===== config.mk =====
export PLATFORM = sky130hd
export DESIGN_NAME = led_chaser_pattern_sequencer_flat
export DESIGN_NICKNAME = d
export VERILOG_FILES = /design/src/lcps_pkg.sv /design/src/lcps_if.sv /design/src/lcps_step.sv /design/src/led_chaser_pattern_sequencer.sv /design/src/flat_wrapper.sv
export SDC_FILE = /design/constraint.sdc
export NUM_CORES = 1
export LEC_CHECK = 0
export BUFFER_PORTS_ARGS = -buffer_cell sky130_fd_sc_hd__buf_2
export CAP_MARGIN = 40
export CORE_MARGIN = 2
export CORE_UTILIZATION = 30
export CTS_BUF_LIST = sky130_fd_sc_hd__clkbuf_8
export DETAILED_ROUTE_END_ITERATION = 7
export MAX_ROUTING_LAYER = met4
export SLEW_MARGIN = 10
export SYNTH_ARGS = -nofsm -noshare
export SYNTH_HDL_FRONTEND = slang
export SYNTH_HIERARCHICAL = 1
export SYNTH_SLANG_ARGS = --single-unit

===== constraint.sdc =====
create_clock -name clock -period 3.51 [get_ports clock]
set_clock_uncertainty 0.05 [all_clocks]
set_input_delay 0.1755 -clock clock [delete_from_list [all_inputs] [get_ports clock]]
set_output_delay 0.1755 -clock clock [all_outputs]
set_load 0.005 [all_outputs]

===== src/lcps_pkg.sv =====
package lcps_pkg;

   localparam int LED_COUNT = 8;
   localparam int POS_W     = $clog2(LED_COUNT);
   localparam int MODE_W    = 3;
   localparam int COUNT_W   = 4;

   // Command codes carried in the mode field.
   localparam logic [MODE_W-1:0] MODE_FILL   = 3'd0;
   localparam logic [MODE_W-1:0] MODE_CLEAR  = 3'd1;
   localparam logic [MODE_W-1:0] MODE_TOGGLE = 3'd2;
   localparam logic [MODE_W-1:0] MODE_LEFT   = 3'd3;
   localparam logic [MODE_W-1:0] MODE_RIGHT  = 3'd4;
   localparam logic [MODE_W-1:0] MODE_FLOWER = 3'd5;

   localparam logic STYLE_MOVE  = 1'b0;
   localparam logic STYLE_BLINK = 1'b1;

   localparam logic [POS_W-1:0] POS_FIRST = 3'd0;
   localparam logic [POS_W-1:0] POS_LAST  = 3'd7;
   localparam logic [POS_W-1:0] POS_INNER = 3'd3;
   localparam logic [POS_W-1:0] POS_OUTER = 3'd5;
   localparam logic [POS_W-1:0] POS_TURN  = 3'd6;

   typedef struct packed {
      logic [LED_COUNT-1:0] levels;
      logic [POS_W-1:0]     position;
      logic                 phase;
   } lcps_state_type;

   // Single LED bit for an index.
   function automatic logic [LED_COUNT-1:0] led_bit(input logic [POS_W-1:0] idx);
      led_bit = {{(LED_COUNT-1){1'b0}}, 1'b1} << idx;
   endfunction

   // Mask of the lowest count LEDs, count saturated at the LED count.
   function automatic logic [LED_COUNT-1:0] fill_mask(input logic [COUNT_W-1:0] count);
      logic [COUNT_W-1:0] fill;
      logic [LED_COUNT:0] wide;
      fill = (count > COUNT_W'(LED_COUNT)) ? COUNT_W'(LED_COUNT) : count;
      wide = ({{LED_COUNT{1'b0}}, 1'b1} << fill) - {{LED_COUNT{1'b0}}, 1'b1};
      fill_mask = wide[LED_COUNT-1:0];
   endfunction

endpackage


===== src/lcps_if.sv =====
interface lcps_req_if;
   logic                        valid;
   logic                        ready;
   logic [lcps_pkg::MODE_W-1:0]  mode;
   logic [lcps_pkg::COUNT_W-1:0] count;
   logic                        style;

   modport source (output valid, output mode, output count, output style, input ready);
   modport sink   (input valid, input mode, input count, input style, output ready);
endinterface

interface lcps_rsp_if;
   logic                          valid;
   logic                          ready;
   logic [lcps_pkg::LED_COUNT-1:0] leds;

   modport source (output valid, output leds, input ready);
   modport sink   (input valid, input leds, output ready);
endinterface


===== src/lcps_step.sv =====
module lcps_step (
   input  lcps_pkg::lcps_state_type        cur,
   input  logic [lcps_pkg::MODE_W-1:0]     mode,
   input  logic [lcps_pkg::COUNT_W-1:0]    count,
   input  logic                            style,
   output lcps_pkg::lcps_state_type        nxt
);

   logic [lcps_pkg::COUNT_W-1:0]   span;
   logic [lcps_pkg::POS_W-1:0]     span_last;
   logic [lcps_pkg::POS_W-1:0]     right_edge;
   logic [lcps_pkg::POS_W-1:0]     p;
   logic [lcps_pkg::POS_W-1:0]     mirror;
   logic [lcps_pkg::POS_W-1:0]     flower_next;
   logic [lcps_pkg::POS_W-1:0]     left_next;
   logic [lcps_pkg::POS_W-1:0]     right_next;
   logic [lcps_pkg::LED_COUNT-1:0] lit_mask;
   logic [lcps_pkg::LED_COUNT-1:0] dark_mask;
   logic [lcps_pkg::LED_COUNT-1:0] fmask;

   always_comb begin
      p      = cur.position;
      mirror = lcps_pkg::POS_LAST - p;
      fmask  = lcps_pkg::fill_mask(count);

      if (count == '0) begin
         span = {{(lcps_pkg::COUNT_W-1){1'b0}}, 1'b1};
      end else if (count > lcps_pkg::COUNT_W'(lcps_pkg::LED_COUNT)) begin
         span = lcps_pkg::COUNT_W'(lcps_pkg::LED_COUNT);
      end else begin
         span = count;
      end
      span_last  = lcps_pkg::POS_W'(span - {{(lcps_pkg::COUNT_W-1){1'b0}}, 1'b1});
      right_edge = lcps_pkg::POS_W'(lcps_pkg::COUNT_W'(lcps_pkg::LED_COUNT) - span);

      left_next  = (p >= span_last) ? lcps_pkg::POS_FIRST : p + 1'b1;
      right_next = (p <= right_edge) ? lcps_pkg::POS_LAST : p - 1'b1;

      // The flower skips from the inner pair straight to the outgoing half.
      if (p == lcps_pkg::POS_INNER) begin
         flower_next = lcps_pkg::POS_OUTER;
      end else if (p >= lcps_pkg::POS_TURN) begin
         flower_next = lcps_pkg::POS_FIRST;
      end else begin
         flower_next = p + 1'b1;
      end

      lit_mask  = '0;
      dark_mask = '0;
      nxt       = cur;

      case (mode)
         lcps_pkg::MODE_FILL: begin
            lit_mask = fmask;
         end
         lcps_pkg::MODE_CLEAR: begin
            dark_mask = fmask;
         end
         lcps_pkg::MODE_TOGGLE: begin
            // Toggling is handled outside the lit/dark masks.
         end
         lcps_pkg::MODE_LEFT: begin
            if (style == lcps_pkg::STYLE_MOVE) begin
               lit_mask     = lcps_pkg::led_bit(p);
               dark_mask    = lcps_pkg::led_bit((p == lcps_pkg::POS_FIRST) ? span_last
                                                                            : p - 1'b1);
               nxt.position = left_next;
            end else if (!cur.phase) begin
               lit_mask  = lcps_pkg::led_bit((p >= span_last) ? span_last : p);
               nxt.phase = 1'b1;
            end else begin
               dark_mask    = lcps_pkg::led_bit((p >= span_last) ? span_last : p);
               nxt.phase    = 1'b0;
               nxt.position = left_next;
            end
         end
         lcps_pkg::MODE_RIGHT: begin
            if (style == lcps_pkg::STYLE_MOVE) begin
               if (p == lcps_pkg::POS_LAST) begin
                  lit_mask  = lcps_pkg::led_bit(lcps_pkg::POS_LAST);
                  dark_mask = lcps_pkg::led_bit(right_edge);
               end else begin
                  lit_mask  = lcps_pkg::led_bit(p);
                  dark_mask = lcps_pkg::led_bit(p + 1'b1);
               end
               nxt.position = right_next;
            end else if (!cur.phase) begin
               lit_mask  = lcps_pkg::led_bit((p <= right_edge) ? right_edge : p);
               nxt.phase = 1'b1;
            end else begin
               dark_mask    = lcps_pkg::led_bit((p <= right_edge) ? right_edge : p);
               nxt.phase    = 1'b0;
               nxt.position = right_next;
            end
         end
         lcps_pkg::MODE_FLOWER: begin
            if (style == lcps_pkg::STYLE_MOVE) begin
               // The dark pair trails the lit pair; at the start it sits just inside.
               lit_mask     = lcps_pkg::led_bit(p) | lcps_pkg::led_bit(mirror);
               dark_mask    = (p == lcps_pkg::POS_FIRST)
                            ? (lcps_pkg::led_bit(p + 1'b1) | lcps_pkg::led_bit(mirror - 1'b1))
                            : (lcps_pkg::led_bit(p - 1'b1) | lcps_pkg::led_bit(mirror + 1'b1));
               nxt.position = (p == lcps_pkg::POS_FIRST) ? p + 1'b1 : flower_next;
            end else if (!cur.phase) begin
               lit_mask  = lcps_pkg::led_bit(p) | lcps_pkg::led_bit(mirror);
               nxt.phase = 1'b1;
            end else begin
               dark_mask    = lcps_pkg::led_bit(p) | lcps_pkg::led_bit(mirror);
               nxt.phase    = 1'b0;
               nxt.position = flower_next;
            end
         end
         default: begin
         end
      endcase

      // Light first, then darken, so an LED named by both ends dark.
      if (mode == lcps_pkg::MODE_TOGGLE) begin
         nxt.levels = cur.levels ^ fmask;
      end else begin
         nxt.levels = (cur.levels | lit_mask) & ~dark_mask;
      end
   end

endmodule


===== src/led_chaser_pattern_sequencer.sv =====
// LED chaser pattern sequencer.
//
// Commands arrive on the req channel (mode, count, style); every command
// produces exactly one transfer on the rsp channel carrying the eight LED
// levels as they stand after that command. Both channels use valid/ready and
// a transfer happens on a rising clock edge with valid and ready both high.
//
// A command taken on a rising edge is held in the command register; once the
// result register is free, its update is applied to the pattern state and
// the result register together, and rsp valid is driven by the result
// register. Throughput is one command per cycle while the receiver takes
// every result; each command performs a single update of the state register.
//
// When the receiver stalls, the result stays in the result register and one
// more command may wait in the command register; req ready then drops until
// the result is taken. Reset (synchronous, active high) darkens all LEDs,
// returns the shared position to zero, clears the blink phase and empties
// both registers.
module led_chaser_pattern_sequencer (
   input  logic       clock,
   input  logic       reset,
   lcps_req_if.sink   req_ch,
   lcps_rsp_if.source rsp_ch
);

   // Command register, loaded whenever it is empty or about to drain.
   logic                         cmd_valid_ff;
   logic [lcps_pkg::MODE_W-1:0]  cmd_mode_ff;
   logic [lcps_pkg::COUNT_W-1:0] cmd_count_ff;
   logic                         cmd_style_ff;

   // Pattern state shared by all commands and the result register.
   lcps_pkg::lcps_state_type       state_ff;
   lcps_pkg::lcps_state_type       state_in;
   logic                           res_valid_ff;
   logic [lcps_pkg::LED_COUNT-1:0] res_leds_ff;

   logic res_free;
   logic advance;

   // The result register can take a new value when it is empty or its
   // current transfer completes in this cycle.
   assign res_free = !res_valid_ff || rsp_ch.ready;
   assign advance  = cmd_valid_ff && res_free;

   assign req_ch.ready = !cmd_valid_ff || res_free;
   assign rsp_ch.valid = res_valid_ff;
   assign rsp_ch.leds  = res_leds_ff;

   lcps_step u_step (
      .cur   (state_ff),
      .mode  (cmd_mode_ff),
      .count (cmd_count_ff),
      .style (cmd_style_ff),
      .nxt   (state_in)
   );

   always_ff @(posedge clock) begin
      if (reset) begin
         cmd_valid_ff <= 1'b0;
      end else if (req_ch.ready) begin
         cmd_valid_ff <= req_ch.valid;
      end
   end

   always_ff @(posedge clock) begin
      if (req_ch.ready) begin
         cmd_mode_ff  <= req_ch.mode;
         cmd_count_ff <= req_ch.count;
         cmd_style_ff <= req_ch.style;
      end
   end

   always_ff @(posedge clock) begin
      if (reset) begin
         state_ff     <= '0;
         res_valid_ff <= 1'b0;
      end else if (advance) begin
         state_ff     <= state_in;
         res_valid_ff <= 1'b1;
      end else if (rsp_ch.ready) begin
         res_valid_ff <= 1'b0;
      end
   end

   always_ff @(posedge clock) begin
      if (advance) begin
         res_leds_ff <= state_in.levels;
      end
   end

endmodule

===== src/flat_wrapper.sv =====
// flat-port wrapper written by rule: the top's interface ports become plain ports
module led_chaser_pattern_sequencer_flat 
  (clock, reset, req_ch_valid, req_ch_mode, req_ch_count, req_ch_style, req_ch_ready, rsp_ch_valid, rsp_ch_leds, rsp_ch_ready);
  lcps_req_if req_ch_i ();
  lcps_rsp_if rsp_ch_i ();
  input  logic clock;
  input  logic reset;
  input wire logic [$bits(req_ch_i.valid)-1:0] req_ch_valid;
  input wire logic [$bits(req_ch_i.mode)-1:0] req_ch_mode;
  input wire logic [$bits(req_ch_i.count)-1:0] req_ch_count;
  input wire logic [$bits(req_ch_i.style)-1:0] req_ch_style;
  output wire logic [$bits(req_ch_i.ready)-1:0] req_ch_ready;
  output wire logic [$bits(rsp_ch_i.valid)-1:0] rsp_ch_valid;
  output wire logic [$bits(rsp_ch_i.leds)-1:0] rsp_ch_leds;
  input wire logic [$bits(rsp_ch_i.ready)-1:0] rsp_ch_ready;
  assign req_ch_i.valid = req_ch_valid;
  assign req_ch_i.mode = req_ch_mode;
  assign req_ch_i.count = req_ch_count;
  assign req_ch_i.style = req_ch_style;
  assign req_ch_ready = req_ch_i.ready;
  assign rsp_ch_valid = rsp_ch_i.valid;
  assign rsp_ch_leds = rsp_ch_i.leds;
  assign rsp_ch_i.ready = rsp_ch_ready;
  led_chaser_pattern_sequencer u_core (.clock(clock), .reset(reset), .req_ch(req_ch_i), .rsp_ch(rsp_ch_i));
endmodule

# Word level (Yosys, flattened, before mapping)
# Index checks and enable logic that the tools add are counted.
# op_classes
reduce_logical	12
magnitude_cmp	4
n_addsub	8
n_mux	39
bitwise	7
n_eq_ne	10
shift	11
# op_table
op	n
2-to-1 mux 8 bit	16
<< shifter 1 x 3 -> 8 bit, first input constant	10
case mux 8 bit (4 select lines)	2
2-to-1 mux 3 bit	15
bitwise OR 8 bit	4
case mux 4 bit (3 select lines)	1
equality test 3 x 2 -> 1 bit, second input constant	3
equality test 3 bit, second input constant	3
!= test 3 bit, second input constant	3
subtractor 3 x 1 -> 3 bit, second input constant	3
AND 8 bit	1
inverter 8 bit	1
<< shifter 1 x 4 -> 8 bit, first input constant	1
subtractor 8 x 1 -> 8 bit, second input constant	1
XOR 8 bit	1
adder 3 x 1 -> 3 bit, second input constant	2
logical NOT 3 bit	2
AND reduction 5 bit	1
greater-than comparator 4 bit, second input constant	1
logical NOT 4 bit	1
2-to-1 mux 1 bit	4
2-to-1 mux 4 bit	1
equality test 3 x 1 -> 1 bit, second input constant	1
greater-or-equal comparator 3 bit	1
other kinds (10)	12
# totals
reg_bits	30
elab_cells	100
output_inout_bits	10

# Longest topological paths before layout
# Gate-level depths: netlist (run 1).
# logic_depth
word_depth	13
depth_mapped	17

# Modules after synthesis
# Netlist (run 1), hierarchy kept.
# by_module_without_submodules
mod	seq_area_each_um2	area_each_um2	cells_per_inst	instances
lcps_step	0.0	2595.0	409	1
led_chaser_pattern_sequencer	760.7	1112.3	77	1

# Least setup slack after synthesis (run 1)
# Ideal clock, no wire load.
# synth_path
kind	register to register
from	reg u_core/cmd_count_ff[3] (netlist bit)
to	reg u_core/state_ff[9] (netlist bit)
n_path_buf	2
t_arrival_ns	3.673
slack_ns	-0.285
stages_incl_launch_ff	16
cell_sequence	edfxtp_1 clkbuf_1 buf_1 nor2_1 inv_1 ha_1 xor2_4 inv_2 ha_1 or3b_1 o211ai_1 o21ai_0 a211o_1 o32ai_1 nand2b_1 mux2i_1
# synth_rtl
element	line	source
start: declaration	led_chaser_pattern_sequencer.sv:29	logic [lcps_pkg::COUNT_W-1:0] cmd_count_ff;
start signal: assignment	led_chaser_pattern_sequencer.sv:69	cmd_count_ff <= req_ch.count;
end signal: assignment	led_chaser_pattern_sequencer.sv:79	state_ff <= state_in;
end: declaration	led_chaser_pattern_sequencer.sv:33	lcps_pkg::lcps_state_type state_ff;

==> qor.csv, run 1 <==
stage,metric,value,unit
die,num_rows,40,
grt,grt_pass1_vias,3987,
timing,worstMarginPinSlew,0.637,ns
hold_path,worstHoldStart,req_ch_count[1],
die,io-pin-count,22,
critical_path,cp_top_family,simple AND/OR/NAND/NOR gates,
critical_path,cp_data_arrival_time,3.47,ns
yosys,synthCells,486,
timing,min_period,3.30,ns
timing,slew_violations,0,
pwr,p_per_area,264,mW/mm^2
timing,post-route-period-util,94.1,%
placement,dp_slack,0.00910,ns
finish,diodes,0,
die,die_area,0.0133,sq mm
finish,register_area,761,sq um
detailed_routing,wirelength,14300,microns
critical_path,crit_type,flip-flop to flip-flop,
grt,grt_busiest_layer,met2,
detailed_routing,drt_first_pass_iters,8,
detailed_routing,antenna_left,0,
grt,grt_use_met2,35.1,%
timing,fmax,303,MHz
hold_path,holdPathEnd,u_core/cmd_count_ff[1],
critical_path,crit_slowest_cell,edfxtp_1,
critical_path,worstPathRequired,3.68,ns
detailed_routing,drcViolationCount,0,
yosys,ys_seq_area_share,20.5,%
clock_network,root_buffer,clkbuf_8,
detailed_routing,vias_per_cell,5.76,
clock_network,cts_tree,built,
yosys,synthArstFlopShare,0,%
detailed_routing,drt_iter0_drc,440,
yosys,synth_cell_type_count,75,
die,die_x,115,microns
hold_path,hold_class,primary input to flip-flop,
grt,grt_pass1_wl,22000,microns
grt,overflow,0,
yosys,synth_fp_nets,523,
timing,post-route-worst-setup-slack,0.208,ns
yosys,yosysWarnings,6,
clock_network,cts-htree-levels,2,
finish,fin_area,0.00446,sq mm
yosys,ys_ff_latch,30,
grt,gr-usage-met3,3.32,%
timing,fin_setup_tns,0,ns
finish,drive_above_1_share,18.4,%
detailed_routing,routedWlPerCell,20.4,microns
critical_path,path_buf_inv,4,
grt,grt_start_max_net_pins,27,
status,status,"finished, final reports clean",
placement,place_hpwl,11000,microns
grt,antenna_found_initial,0,
yosys,synth_top_cell_area_share,13.0,%
detailed_routing,vias,4041,
finish,fin_util,37.0,%
clock_network,clk_latency,0.29,ns
critical_path,rr_endpoint,u_core/state_ff[11],
die,initial_core_util,30.7,%
timing,slew_headroom,57.2,%
finish,syn2layout_area_growth,20.2,%
grt,gr-usage-met1,29.2,%
critical_path,r2r_slack,0.21,ns
job,max-cap-violations,0,
yosys,synthFlopType,edfxtp_1,
finish,multi_input_area,0.00281,sq mm
yosys,syn_area,0.00371,sq mm
hold_path,min_path_cells,1,
finish,nets,570,
yosys,synth_enable_flop_cells,16,
placement,globalplace.congestion,1.01,
critical_path,regToRegStartpoint,u_core/cmd_count_ff[2],
placement,dpl_cell_area,0.00419,sq mm
timing,setup_viol,0,
yosys,syn_avg_cell_area,7.63,sq um
timing,fin_hold_ws,0.0157,ns
yosys,yosys.area.top_type,edfxtp_1,
critical_path,r2r_cells,18,
die,core_area,0.0121,sq mm
critical_path,critPathLaunchType,flip-flop,
clock_network,cts_buffers,5,
placement,io_buffers,21,
critical_path,crit_path_max_incr_delay,0.40,ns
clock_network,clockBufferDepth,2,
critical_path,endpoint_kind,flip-flop,
clock_network,cts.sinks,30,
critical_path,worst-path-max-fanout,6,
critical_path,path_cells,nor2_2 -> nor2_1 -> nor2_2 -> inv_2 -> ha_4 -> xor2_4 -> inv_2 -> ha_4 -> or3b_1 -> o211ai_1 -> buf_4 -> buf_12 -> nor2_1 -> a31o_2 -> a211oi_2 -> o21a_1 -> nand2b_1 -> mux2i_1,
grt,track_usage,22.5,%
finish,fill_cells,1258,
pwr,irDropWorstVdd,0.159,mV
pwr,leakagePower,1.66,nW
yosys,synth_area_leaders,"edfxtp_1 (13%), ha_1 (8.4%), dfxtp_1 (7.6%)",
clock_network,clk_pin_slew,0.06,ns
die,die_h,115,microns
timing,hold_violations,0,
[synthesized netlist by cell type, types with 5 or more instances]
cell type	number
nand2b_1	41
xnor2_1	7
clkbuf_1	17
mux2i_1	14
ha_1	25
o22ai_1	8
xor2_1	5
dfxtp_1	14
nor3_1	16
inv_1	16
nor2_1	50
a21oi_1	21
edfxtp_1	16
buf_2	11
o32ai_1	7
o211ai_1	5
a32oi_1	5
nand3_1	14
nor2b_1	12
o21ai_0	19
a31oi_1	9
o31ai_1	5
nand2_1	47
o221ai_1	8
[kinds of logic (layout without fill, tap and decap cells)]
group                      count (synthesis)  after routing  synth area share (%)
AOI/OAI and AO/OA                        136            136                  26.4
xor gates and xnor gates                  13             13                  3.58
adders and majority gates                 25             25                  8.44
buffers and inverters                     49             97                  5.97
DFF                                       30             30                  20.5
muxes                                     15             15                  4.08
and+or+nand+nor                          218            218                  31.1
[cell type report]
type | instances | area share [%]
Inverter | 17 | 1.43
Clock inverter | 2 | 0.197
Clock buffer | 6 | 1.85
Timing Repair Buffer | 72 | 11.6
Tap cell | 168 | 4.72
Multi-Input combinational cell | 407 | 63.1
Sequential cell | 30 | 17.1
[repair_timing]
| action | CTS | global route |
|---|---|---|
| buffers inserted | 0 | 2 |
| endpoints found under the hold margin | 7 | 0 |
| gates resized for setup | 1 | 13 |
| pin swaps | 0 | 8 |
| setup endpoints to repair | 1 | 14 |
| hold buffers | 7 | 0 |
[stage by stage]
stage / std cells / total power [mW]
final: 702 / 1.18
after global routing: 702 / 1.23
after CTS: 700 / 1.16
after detailed placement: 685 / 0.840
after global placement: 685 / 0.842
after floorplan: 486 / 0.687
[power by group]
group | internal [mW] | leakage [nW] | switching [mW]
clock network | 0.155 | 0.0524 | 0.146
logic | 0.192 | 1.33 | 0.271
registers | 0.391 | 0.275 | 0.0229
[placed cells by master (no fill, tap or decap), types with 9 or more instances in the layout]
cell,count
a21oi_1,21
a31oi_1,9
buf_2,21
buf_4,43
dfxtp_1,14
edfxtp_1,16
ha_1,23
inv_1,15
mux2i_1,14
nand2_1,47
nand2b_1,40
nand3_1,14
nor2_1,48
nor2b_1,12
nor3_1,15
o21ai_0,18
[flip-flops by register name, indices dropped and copies added, names as in the netlist]
signal,count
u_core/cmd_valid_ff,1
u_core/state_ff,12
u_core/cmd_style_ff,1
u_core/cmd_count_ff,4
u_core/rsp_ch.valid,1
u_core/rsp_ch.leds,8
u_core/cmd_mode_ff,3
[per-layer routing]
layer | share of wire (%) | up-vias
li1 | - | 1907
met1 | 44 | 1870
met2 | 45 | 226
met3 | 7.5 | 38
met4 | 3.8 | 0
met5 | 0 | -
[worst max path at each step]
stage	cells past startpoint	from	slack, ns	end
2_1_floorplan	15	u_core/cmd_count_ff[3]	-0.02	u_core/state_ff[9]
6_report	18	u_core/cmd_count_ff[2]	0.21	u_core/state_ff[11]
3_5_place_dp	16	u_core/cmd_count_ff[1]	0.009	u_core/state_ff[7]
3_3_place_gp	13	u_core/cmd_count_ff[1]	0.08	u_core/rsp_ch.leds[1]
4_1_cts	14	u_core/cmd_count_ff[1]	0.01	u_core/state_ff[5]
5_1_grt	15	u_core/cmd_count_ff[2]	-0.006	u_core/state_ff[5]
Note: power is estimated with default switching activity, not from simulation.
==> run 2: changes to the inputs <==
- CORE_UTILIZATION: 30 -> 45
==> qor.csv, run 2 (synthesized netlist as in run 1, its figures left out) <==
stage,metric,value,unit,change
placement,io_buffers,21,,unchanged
grt,track_usage,32.6,%,was 22.5%
placement,place_hpwl,10800,microns,was 11000 microns
finish,fin_area,0.00430,sq mm,was 0.00446 sq mm
pwr,p_per_area,272,mW/mm^2,was 264 mW/mm^2
finish,nets,562,,was 570
critical_path,crit_path_max_incr_delay,0.40,ns,about the same
timing,setup_viol,0,,unchanged
detailed_routing,vias,4169,,was 4041
finish,syn2layout_area_growth,15.9,%,was 20.2%
die,num_rows,33,,was 40
clock_network,cts.sinks,30,,unchanged
placement,globalplace.congestion,1.02,,was 1.01
critical_path,setup.worst_path.start,u_core/cmd_count_ff[2],,unchanged
timing,fin_hold_ws,0.00993,ns,was 0.0157 ns
die,die_x,94.8,microns,was 115 microns
die,io-pin-count,22,,unchanged
critical_path,worstPathRequired,3.68,ns,about the same
timing,min_period,3.37,ns,was 3.30 ns
critical_path,rr_endpoint,u_core/state_ff[10],,was u_core/state_ff[11]
placement,dp_cells,619,,was 685
placement,dpl_cell_area,0.00410,sq mm,was 0.00419 sq mm
critical_path,cp_top_family,simple AND/OR/NAND/NOR gates,,unchanged
timing,post-route-period-util,95.9,%,was 94.1%
grt,grt_pass1_vias,3861,,was 3987
critical_path,cp_data_arrival_time,3.54,ns,was 3.47 ns
status,status,"finished, final reports clean",,unchanged
placement,dp_slack,0.0821,ns,was 0.00910 ns
finish,top_register,u_core/state_ff,,unchanged
timing,hold_violations,0,,unchanged
critical_path,path_cells,nor2_2 -> nor2_1 -> nor2_2 -> inv_1 -> ha_4 -> xor2_4 -> ha_1 -> nor2b_1 -> or3_4 -> buf_4 -> o32ai_1 -> nor4_1 -> buf_4 -> a32o_1 -> nand2b_1 -> mux2i_1,,was nor2_2 -> nor2_1 -> nor2_2 -> inv_2 -> ha_4 -> xor2_4 -> inv_2 -> ha_4 -> or3b_1 -> o211ai_1 -> buf_4 -> buf_12 -> nor2_1 -> a31o_2 -> a211oi_2 -> o21a_1 -> nand2b_1 -> mux2i_1
critical_path,path_buf_inv,3,,was 4
grt,grt_pass1_wl,21300,microns,was 22000 microns
clock_network,clk_latency,0.30,ns,was 0.29 ns
critical_path,crit_cells,16,,was 18
finish,register_area,761,sq um,unchanged
finish,fin_util,53.1,%,was 37.0%
detailed_routing,antenna_left,0,,unchanged
job,max-cap-violations,0,,unchanged
finish,fill_cells,818,,was 1258
finish,drive_above_1_share,17.3,%,was 18.4%
grt,overflow,0,,unchanged
grt,antenna_found_initial,0,,unchanged
detailed_routing,wirelength,14000,microns,was 14300 microns
timing,worstMarginPinSlew,0.728,ns,was 0.637 ns
die,die_area,0.00898,sq mm,was 0.0133 sq mm
pwr,leakagePower,1.62,nW,was 1.66 nW
finish,final_cell_mix,"nor2_1 (48), nand2_1 (47), nand2b_1 (41)",,"was nor2_1 (48), nand2_1 (47), buf_4 (43)"
finish,largest_register_ffs,12,,unchanged
finish,fin_cells,631,,was 702
critical_path,crit_slowest_cell,edfxtp_1,,unchanged
clock_network,cts-htree-levels,2,,unchanged
die,core_area,0.00809,sq mm,was 0.0121 sq mm
hold_path,hold_class,primary input to flip-flop,,unchanged
detailed_routing,drt_iter0_drc,521,,was 440
timing,fin_setup_tns,0,ns,unchanged
detailed_routing,drcViolationCount,0,,unchanged
critical_path,r2r_cells,16,,was 18
critical_path,critPathLaunchType,flip-flop,,unchanged
clock_network,cts_tree,built,,unchanged
clock_network,clk_pin_slew,0.07,ns,was 0.06 ns
finish,diodes,0,,unchanged
timing,post-route-worst-setup-slack,0.142,ns,was 0.208 ns
pwr,irDropWorstVdd,0.145,mV,was 0.159 mV
pwr,p_total,1.17,mW,was 1.18 mW
finish,multi_input_area,0.00281,sq mm,about the same
detailed_routing,routedWlPerCell,22.2,microns,was 20.4 microns
grt,grt_start_max_net_pins,30,,was 27
timing,fmax,297,MHz,was 303 MHz
detailed_routing,vias_per_cell,6.61,,was 5.76
critical_path,cp-endpoint,u_core/state_ff[10],,was u_core/state_ff[11]
finish,mostFrequentLayoutCell,nor2_1,,unchanged
critical_path,crit_type,flip-flop to flip-flop,,unchanged
clock_network,cts_buffers,5,,unchanged
clock_network,root_buffer,clkbuf_8,,unchanged
clock_network,clockBufferDepth,2,,unchanged
critical_path,endpoint_kind,flip-flop,,unchanged
critical_path,r2r_slack,0.14,ns,was 0.21 ns
detailed_routing,drt_first_pass_iters,6,,was 8
die,die_h,94.8,microns,was 115 microns
timing,slew_headroom,51.5,%,was 57.2%
die,initial_core_util,45.8,%,was 30.7%
critical_path,regToRegStartpoint,u_core/cmd_count_ff[2],,unchanged
timing,slew_violations,0,,unchanged
critical_path,worst-path-max-fanout,11,,was 6
run 2: timing repair:
action,CTS,global route
resized for setup,0,12
endpoints found under the setup margin,0,12
hold buffers,1,1
endpoints found under the hold margin,1,1
buffers inserted,0,2
run 2: where the power goes:
| part | switching (mW) | leakage (nW) | internal (mW) |
|---|---|---|---|
| combinational | 0.270 | 1.29 | 0.183 |
| sequential | 0.0226 | 0.275 | 0.391 |
| clock | 0.147 | 0.0524 | 0.155 |
run 2: worst min path at each step:
| stage | from | endpoint | slack [ns] | cells after the start |
|---|---|---|---|---|
| final | req_ch_mode[2] | u_core/cmd_mode_ff[2] | 0.01 | 1 |
| after global placement | req_ch_mode[1] | u_core/cmd_mode_ff[1] | 0.30 | 1 |
| after detailed placement | req_ch_style | u_core/cmd_style_ff | 0.30 | 1 |
| after CTS | req_ch_mode[1] | u_core/cmd_mode_ff[1] | 0.002 | 1 |
| after global routing | req_ch_count[2] | u_core/cmd_count_ff[2] | 0.003 | 1 |
| after floorplan | req_ch_count[0] | u_core/cmd_count_ff[0] | 0.22 | 0 |
run 2: layer usage:
layer / track usage (%) / up-vias / part of all wire (%)
li1: - / 1885 / -
met1: 40.4 / 1939 / 41
met2: 50.9 / 261 / 45
met3: 5.43 / 84 / 8.1
met4: 17.1 / 0 / 6.0
met5: - / - / 0
run 2: final cells by class:
type	count	area share, %
Sequential cell	30	17.7
Clock inverter	2	0.204
Tap cell	105	3.06
Inverter	17	1.49
Timing Repair Buffer	64	10.3
Clock buffer	6	1.92
Multi-Input combinational cell	407	65.4
